File: src/rtl/msaa_pkg.sv
package msaa_pkg;

  localparam int SAMPLE_COUNT = 4;
  localparam int CHAN_W       = 8;
  localparam int PIXEL_W      = 4 * CHAN_W;

  typedef logic [CHAN_W-1:0]  chan_t;
  typedef logic [PIXEL_W-1:0] pixel_t;
  typedef logic [SAMPLE_COUNT-1:0] mask_t;

  typedef struct packed {
    pixel_t bg_colour;
    pixel_t a_colour;
    mask_t  a_mask;
    pixel_t b_colour;
    mask_t  b_mask;
  } in_t;

  typedef struct packed {
    chan_t out_red;
    chan_t out_green;
    chan_t out_blue;
    chan_t out_alpha;
  } out_t;

  // Rounded division by 255 for products of two 8-bit values and their sums
  // (at most 255 * 255), so the result always fits in eight bits.
  function automatic chan_t rnd255(input logic [15:0] x);
    logic [16:0] t;
    logic [16:0] s;
    t = {1'b0, x} + 17'd128;
    s = t + {8'd0, t[16:8]};
    return s[15:8];
  endfunction

endpackage

File: src/rtl/msaa_merge.sv
module msaa_merge
  import msaa_pkg::*;
(
  input  logic                          clk,
  input  logic                          en,
  input  logic [SAMPLE_COUNT-1:0][31:0] samples,
  output out_t                          result
);

  logic [3:0][9:0] sum;
  logic [3:0][9:0] avg;

  always_comb begin
    for (int c = 0; c < 4; c++) begin
      sum[c] = 10'd0;
      for (int s = 0; s < SAMPLE_COUNT; s++) begin
        sum[c] = sum[c] + {2'b00, samples[s][8*c +: 8]};
      end
      avg[c] = (sum[c] + 10'd2) >> 2;
    end
  end

  always_ff @(posedge clk) begin
    if (en) begin
      result.out_red   <= avg[0][7:0];
      result.out_green <= avg[1][7:0];
      result.out_blue  <= avg[2][7:0];
      result.out_alpha <= avg[3][7:0];
    end
  end

endmodule

File: config.mk
export PLATFORM = sky130hd
export DESIGN_NAME = msaa_merge
export DESIGN_NICKNAME = d
export VERILOG_FILES = /design/src/rtl/msaa_pkg.sv /design/src/rtl/msaa_merge.sv
export SDC_FILE = /design/constraint.sdc
export NUM_CORES = 1
export LEC_CHECK = 0
export ABC_AREA = 1
export ABC_CLOCK_PERIOD_IN_PS = 2600
export BUFFER_PORTS_ARGS = -buffer_cell sky130_fd_sc_hd__buf_2
export CORE_UTILIZATION = 30
export CTS_CLUSTER_DIAMETER = 40
export DETAILED_ROUTE_END_ITERATION = 8
export GPL_TIMING_DRIVEN = 0
export SLEW_MARGIN = 30
export SYNTH_ARGS = -nofsm -noshare
export SYNTH_HDL_FRONTEND = slang
export SYNTH_SLANG_ARGS = --single-unit
File: constraint.sdc
create_clock -name clk -period 2.6 [get_ports clk]
set_clock_uncertainty 0.1 [all_clocks]
set_input_delay 0.26 -clock clk [delete_from_list [all_inputs] [get_ports clk]]
set_output_delay 0.26 -clock clk [all_outputs]
set_load 0.005 [all_outputs]
==> flow_summary_export.csv <==
group,metric,value,unit
status,status,"completed",
route,via_per_inst,3.99,
sta,period_share,93.1,%
final_layout,num_antenna_cells,0,
route,avgRoutedWirePerCell,9.16,um
sta,final.min_clock_period,2.42,ns
sta,maxSlewViolCount,0,
worst_hold_path,min_to,"result[0]",
yosys,ys_warn_count,0,
route,ant_nets,0,
yosys,ys_ff_latch,32,
global_route,antenna_found_initial,1,
global_route,grt_overflow,0,
final_layout,reg.largest.list,"result (32)",
setup_path,required,2.52,ns
yosys,synth_cell_type_count,16,
clocking,cts_max_path_buffers,2,
clocking,cts_tree,"built",
sta,worstMarginPinSlew,0.770,ns
yosys,syn-num-nets,779,
yosys,synth.yosys.seq_area_share,21.9,%
sta,fin_tns_setup,0,ns
yosys,synth_fa_ha_area_share,37.7,%
die,io_pins,162,
yosys,synth.area.mux_share,0,%
clocking,post_cts_buffers,0,
clocking,cts_made_buffers,5,
final_layout,largest-register,"result",
global_route,grt_max_degree,33,
setup_path,crit_path_start_kind,"input pin",
placement,hpwl,7.46,mm
placement,portBuffers,161,
yosys,synthCells,553,
route,drt-pass1-iter-count,4,
global_route,grt_pass1_vias,3313,
setup_path,end_kind,"flip-flop",
die,die_h,123,um
yosys,synth_xor_area_share,2.40,%
final_layout,num-nets-final,947,
yosys,synth_area_leaders,"fa_1 (27%), edfxtp_1 (22%), inv_1 (19%)",
power_and_ir_drop,power_density,627,nW/um2
placement,dpl_worst_slack,-0.136,ns
final_layout,mostFrequentLayoutCell,"inv_1",
yosys,synth_top_cell_area_share,27.4,%
sta,holdWs,0.385,ns
sta,rsz0062_at_grt,"false",
sta,fmax,0.413,GHz
setup_path,critical_path_class,"input pin to flip-flop",
die,placementRows,43,
clocking,cts_root_buf,"clkbuf_16",
final_layout,drive_gt1_share,25.2,%
sta,finalSetupViolations,0,
worst_hold_path,hold_start,"samples[89]",
global_route,grt_usage,11.4,%
route,route.detailed.drc,0,
die,start_util,31.2,%
die,core_region_area,14000,um2
yosys,synth_area,4380,um2
power_and_ir_drop,peakVddDrop,0.195,mV
route,num_vias,3598,
yosys,avgSynthCellArea,7.92,um2
die,dieArea,15100,um2
setup_path,worstPathMaxFanout,4,
route,drtIter0Drc,116,
setup_path,critPathArrivalTime,2.34,ns
sta,relSlewSlack,48.6,%
power_and_ir_drop,p_leak,3.41,nW
yosys,synth_top_area_cell,"fa_1",
placement,place_congestion,0.773,
clocking,post_cts_resized,0,
yosys,synth-simple-area-share,15.5,%
clocking,htreeDepth,2,
die,die_x,123,um
final_layout,syn2layout_area_growth,26.6,%
sta,hold_violations,0,
yosys,synth_top_family_by_area,"adder cells",
final_layout,mostFrequentLayoutCells,"inv_1 (224), buf_2 (161), nand2_1 (107)",
clocking,cts.sinks,32,
worst_hold_path,worstHoldPathCells,4,
job,maxCapViolations,0,
yosys,synth-compound-area-share,3.26,%
sta,fin_ws,0.179,ns
clocking,clkTransAtPathRegs,0.05,ns
worst_hold_path,min_path_type,"input pin to flip-flop",
global_route,grt_first_pass_wirelength,13.8,mm
route,drt_wl_total,8.25,mm
final_layout,largest_reg_flops,32,
clocking,cts_hold_buf,0,
-- critical path, cell delays in order --
cell     delay, ns
buf_2         0.08
inv_1         0.04
fa_1          0.50
fa_1          0.52
inv_1         0.04
ha_1          0.34
a21oi_1       0.20
nand2_2       0.10
nand2_1       0.09
nand2_1       0.06
nand2_1       0.05
nand2_1       0.05
-- logic make-up (layout without fill, tap and decap cells) --
family                     Yosys count  in the layout
DFF                                 32             32
xor gates and xnor gates            12             12
AOI/OAI and AO/OA                   28             28
adders and majority gates           96             96
and+or+nand+nor                    161            161
buffers and inverters              224            392
-- synthesized netlist by cell type --
library cell  instances
inv_1               224
nand2_1             107
fa_1                 60
ha_1                 36
edfxtp_1             32
nand3_1              19
a21oi_1              15
nand2_2              15
nor2_1               15
xor2_1               12
o21ai_1               7
o21ai_0               5
nor3_1                3
nand3_2               1
nand4_1               1
o21bai_1              1
-- where the power goes --
part | switching [mW] | total (mW) | internal [mW]
Clock | 0.208 | 0.551 | 0.342
Combinational | 1.17 | 2.01 | 0.839
Sequential | 0.0454 | 0.917 | 0.872
-- cell type report --
cell class	count	area (um2)
clock inverter	2	7.51
sequential	32	961
fill	1457	8500
timing repair buffer	161	806
multi-input combinational	297	2580
inverter	224	841
clock buffer	5	125
tap	180	225
-- metrics by stage --
step / area (um2) / total power [mW] / util (%) / std cells
after floorplan: 4380 / 2.33 / - / 553
after global placement: 5410 / 2.95 / 38.5 / 894
after global routing: 5540 / 3.90 / 39.5 / 901
after CTS: 5540 / 3.56 / 39.5 / 901
final: 5540 / 3.48 / 39.5 / 901
after detailed placement: 5410 / 2.98 / 38.5 / 894
-- how the worst max path moves through the flow --
stage | to | slack [ns] | depth (start not counted) | from
CTS | result[4] | 0.15 | 12 | samples[27]
global route | result[6] | 0.004 | 12 | samples[31]
finish | result[6] | 0.18 | 12 | samples[27]
detailed placement | result[4] | -0.14 | 12 | samples[27]
global placement | result[23] | -0.11 | 12 | samples[14]
floorplan | result[23] | 0.12 | 11 | samples[14]
-- per-layer routing --
layer | global-route usage [%] | vias up | wire length [um]
met2 | 20.0 | 95 | 3970
met5 | 0 | - | 10
met3 | 2.65 | 2 | 601
met4 | 1.14 | 2 | 1
met1 | 14.5 | 1603 | 3670
li1 | - | 1896 | -
(Power assumes the default switching activity.)
