`src/rtl/msaa_pkg.sv`:
```
package msaa_pkg;

  localparam int SAMPLE_COUNT = 4;
  localparam int CHAN_W       = 8;
  localparam int PIXEL_W      = 4 * CHAN_W;

  typedef logic [CHAN_W-1:0]  chan_t;
  typedef logic [PIXEL_W-1:0] pixel_t;
  typedef logic [SAMPLE_COUNT-1:0] mask_t;

  typedef struct packed {
    pixel_t bg_colour;
    pixel_t a_colour;
    mask_t  a_mask;
    pixel_t b_colour;
    mask_t  b_mask;
  } in_t;

  typedef struct packed {
    chan_t out_red;
    chan_t out_green;
    chan_t out_blue;
    chan_t out_alpha;
  } out_t;

  // Rounded division by 255 for products of two 8-bit values and their sums
  // (at most 255 * 255), so the result always fits in eight bits.
  function automatic chan_t rnd255(input logic [15:0] x);
    logic [16:0] t;
    logic [16:0] s;
    t = {1'b0, x} + 17'd128;
    s = t + {8'd0, t[16:8]};
    return s[15:8];
  endfunction

endpackage

```
`src/rtl/msaa_over.sv`:
```
module msaa_over
  import msaa_pkg::*;
(
  input  logic       clk,
  input  logic [2:0] stage_en,
  input  logic       mask_bit,
  input  pixel_t     top,
  input  pixel_t     under,
  output pixel_t     result
);

  chan_t       ta;
  chan_t       ba;
  chan_t       inv;

  // First stage: all products that use the input alphas.
  logic [2:0][15:0] tt1;
  logic [2:0][15:0] cb1;
  logic [15:0]      ai1;
  chan_t            ta1;
  chan_t            inv1;
  logic             cover1;
  pixel_t           px1;

  // Second stage: the premultiplied bottom scaled by the inverse top alpha.
  logic [2:0][15:0] tt2;
  logic [2:0][15:0] m2;
  chan_t            alpha2;
  logic             cover2;
  pixel_t           px2;

  logic [8:0]       alpha_sum;

  assign ta  = top[31:24];
  assign ba  = under[31:24];
  assign inv = 8'd255 - ta;

  always_ff @(posedge clk) begin
    if (stage_en[0]) begin
      for (int c = 0; c < 3; c++) begin
        tt1[c] <= top[8*c +: 8] * ta;
        cb1[c] <= under[8*c +: 8] * ba;
      end
      ai1    <= ba * inv;
      ta1    <= ta;
      inv1   <= inv;
      cover1 <= mask_bit;
      px1    <= under;
    end
  end

  assign alpha_sum = {1'b0, ta1} + {1'b0, rnd255(ai1)};

  always_ff @(posedge clk) begin
    if (stage_en[1]) begin
      for (int c = 0; c < 3; c++) begin
        m2[c]  <= rnd255(cb1[c]) * inv1;
        tt2[c] <= tt1[c];
      end
      alpha2 <= alpha_sum[7:0];
      cover2 <= cover1;
      px2    <= px1;
    end
  end

  always_ff @(posedge clk) begin
    if (stage_en[2]) begin
      if (cover2) begin
        for (int c = 0; c < 3; c++) begin
          result[8*c +: 8] <= rnd255(tt2[c] + m2[c]);
        end
        result[31:24] <= alpha2;
      end else begin
        result <= px2;
      end
    end
  end

endmodule

```
`config.mk`:
```
export PLATFORM = sky130hd
export DESIGN_NAME = msaa_over
export DESIGN_NICKNAME = d
export VERILOG_FILES = /design/src/rtl/msaa_pkg.sv /design/src/rtl/msaa_over.sv
export SDC_FILE = /design/constraint.sdc
export NUM_CORES = 2
export LEC_CHECK = 0
export BUFFER_PORTS_ARGS = -buffer_cell sky130_fd_sc_hd__buf_2
export CORE_UTILIZATION = 60
export DETAILED_ROUTE_END_ITERATION = 7
export PLACE_DENSITY = 0.77
export SKIP_CTS_REPAIR_TIMING = 1
export SYNTH_ARGS = -nofsm -noshare
export SYNTH_HDL_FRONTEND = slang
export SYNTH_SLANG_ARGS = --single-unit
```
`constraint.sdc`:
```
create_clock -name clk -period 18.6 [get_ports clk]
set_input_delay 1.86 -clock clk [delete_from_list [all_inputs] [get_ports clk]]
set_output_delay 1.86 -clock clk [all_outputs]
set_load 0.03 [all_outputs]
```
==> summary.md <==
* finished clean — run status
* 61,460 µm² — die outline area
* 129.2 MHz — maximum clock frequency
* sky130_fd_sc_hd__inv_1 — leading cell type in the layout, fill and taps excluded
* 0 — final number of hold-violating endpoints
* 3 — worst-case clock buffer depth
* 0 — post-detailed-route DRC marker count
* sky130_fd_sc_hd__xor2_1 — Critical Path Slowest Stage Cell
* flop — Critical Path Start Type
* reg -> reg — Tightest Hold Check Type
* 0.8737 — placer congestion estimate
* flop — type of element capturing the critical path
* 6.463% — share of post-route cells with drive strength above 1
* 28 — number of cells traversed by the worst register-to-register path
* sky130_fd_sc_hd__inv_1 (563), sky130_fd_sc_hd__ha_1 (475), sky130_fd_sc_hd__and2_1 (383) — most frequent cells in the layout
* 29.44% — Slew headroom
* 61.13% — effective utilization at floorplan
* 41.63% — ratio of final minimum period to clock period
* 4,484 — Post-Syn Nets
* reg -> reg — CP Class
* 59,350 µm² — Core Area
* 0 — number of pins with negative max-slew slack in the final report
* 4,545 — number of nets in the layout
* cb1[7] — startpoint of the worst setup timing path
* 8 — Max FO, Critical Path
* yes — CTS tree
* 6.897% — area added between synthesis and finish
* 1,607 — iteration-0 DRC count of the detailed router
* 5.564 — ratio of routed vias to standard cells
* false — setup repair after global routing missed its margin
* 0 — Max-Cap Viols
* 27.31% — sequential area share after synthesis
* 76.60 mm — Routed WL
* 247.9 µm — overall die width
* m2[13] — critical path capture point
* 0 — DRT antenna net count
* m2[13] — Worst R2R End
* 0 — yosys warns
* 0.57 ns — clock latency on the worst-skew pair
* 89 — # rows
* 330 — number of enable flip-flop cells after synthesis
* 84 — maximum number of pins on one net before global-route repair
* 38 — clock buffer count from CTS
* sky130_fd_sc_hd__edfxtp_1 — dominant synthesized flop cell
* 36,280 µm² — combined area of all synthesized cells
* 100 — IO Port Bufs
* 24,710 — total via count after detailed routing
* 5 — number of antenna violations at the first check in global routing
* 330 — TritonCTS Sinks
* cb1[7] — Reg2Reg Launch Point
* 10.15 µm² — mean cell area of the mapped netlist
* sky130_fd_sc_hd__clkbuf_16 — Clock Tree Root
* 0.57 ns — slowest stage delay, CP
* 0.02459 ns — Clock Skews
* 2 — maximum level of the CTS H-tree
* 10.86 ns — register-to-register setup slack
* 247.9 µm — Die Y
* 1.058 ns — actual transition at the worst max-transition pin
* 26.25% — global-route usage over all layers
* 0 — number of setup violations in the final report
* 3,576 — cell count after synthesis
* 0 ns — Total Neg Setup Slack
* 8.06 ns — arrival time at the worst endpoint
* 0.06 ns — clk slew on worst S/H paths
* 0 — Congestion Overflow GR
* 7.743 ns — Final min period
* 18.91 ns — Critical Path RT
* 0% — asr flop ratio synth
* 17.25 µm — Wirelength per Cell
* 5 — number of search-and-repair iterations in the first detailed-routing pass
* 126.8 mm — first-pass GRT wire length
* 25,050 — via count of the first global-routing pass
* 84 — Unique masters post-synth
* 330 — Seq cells post-synth
* 57.42 mm — detailed placer's ending HPWL
* 101 — top-level I/O count
synth_stat cells, drive strengths merged, types with 14 or more instances:
library cell	count	area share (%)
a21boi	25	0.52
a21o	43	0.89
a21oi	115	1.6
and2	385	6.6
and3	22	0.38
clkbuf	74	0.77
edfxtp	330	27
fa	364	20
ha	475	16
inv	563	5.8
mux2	21	0.65
nand2	313	3.2
nand2b	19	0.33
nand3	52	0.77
nor2	124	1.3
nor2b	75	1.3
nor3	42	0.59
o21ai	101	1.4
or2	15	0.26
or3	14	0.24
xnor2	165	4.0
xor2	66	1.6
routing by layer:
| metal | routed length [µm] | vias to the layer above | global-route usage (%) |
|---|---|---|---|
| met5 | 13 | - | 0 |
| met4 | 1690 | 2 | 6.568 |
| met3 | 4370 | 93 | 4.336 |
| met2 | 35680 | 601 | 42.84 |
| met1 | 34850 | 12150 | 36.48 |
| li1 | - | 11870 | - |
layout make-up:
cell class | count | area (µm²)
multi-input combinational | 2597 | 23920
fill | 4643 | 20570
clock buffer | 44 | 1037
sequential | 330 | 9910
timing repair buffer | 107 | 565.5
tap | 773 | 967.2
antenna | 1 | 2.502
clock inverter | 26 | 269.0
inverter | 563 | 2113
sequential cells by signal, summed over array words and instances (netlist names):
signal,cells
cb1,48
m2,48
tt1,48
tt2,48
px1,32
px2,32
result,32
ai1,16
alpha2,8
inv1,8
ta1,8
cover1,1
cover2,1
logic make-up (layout without fill, tap and decap cells):
| kind of cell | after synthesis | after routing | share of synthesized area, % |
|---|---|---|---|
| buf+inv | 649 | 740 | 6.759 |
| simple gates | 1108 | 1108 | 16.02 |
| mux | 24 | 24 | 0.7345 |
| fa+ha+maj | 839 | 839 | 36.46 |
| flops | 330 | 330 | 27.31 |
| compound gates | 394 | 394 | 7.004 |
| xor+xnor | 232 | 232 | 5.704 |
| other cells | 0 | 1 | 0 |
through the flow:
| step | cell area [µm²] | std cells | setup slack [ns] | utilization [%] | hold WS [ns] |
|---|---|---|---|---|---|
| final | 38780 | 4441 | 10.86 | 65.35 | 0.4014 |
| after global routing | 38780 | 4440 | 10.35 | 65.34 | 0.4047 |
| after CTS | 38780 | 4440 | 10.94 | 65.34 | 0.3892 |
| after detailed placement | 37480 | 4370 | 10.96 | 63.14 | 0.4045 |
| after global placement | 37480 | 4370 | 11.19 | 63.14 | 0.4010 |
| after floorplan | 36280 | 3576 | 11.62 | - | 0.4003 |
worst min path at each step:
stage / startpoint / end / cells after the start
2_1_floorplan: cover1 / cover2 / 0
3_3_place_gp: tt1[1] / tt2[1] / 0
3_5_place_dp: cover1 / cover2 / 0
4_1_cts: tt1[2] / tt2[2] / 0
5_1_grt: tt1[2] / tt2[2] / 0
6_report: tt1[2] / tt2[2] / 0
critical path, delay by kind of cell, from the launching register on:
| family | cells | cell delay (ns) |
|---|---|---|
| flops | 1 | 0.46 |
| fa+ha+maj | 7 | 2.79 |
| buf+inv | 3 | 0.14 |
| simple gates | 3 | 0.64 |
| compound gates | 12 | 2.35 |
| xor+xnor | 3 | 1.09 |
Power is not shown: default switching activity piles up to over one toggle a cycle in this logic, so the estimate is an artifact.
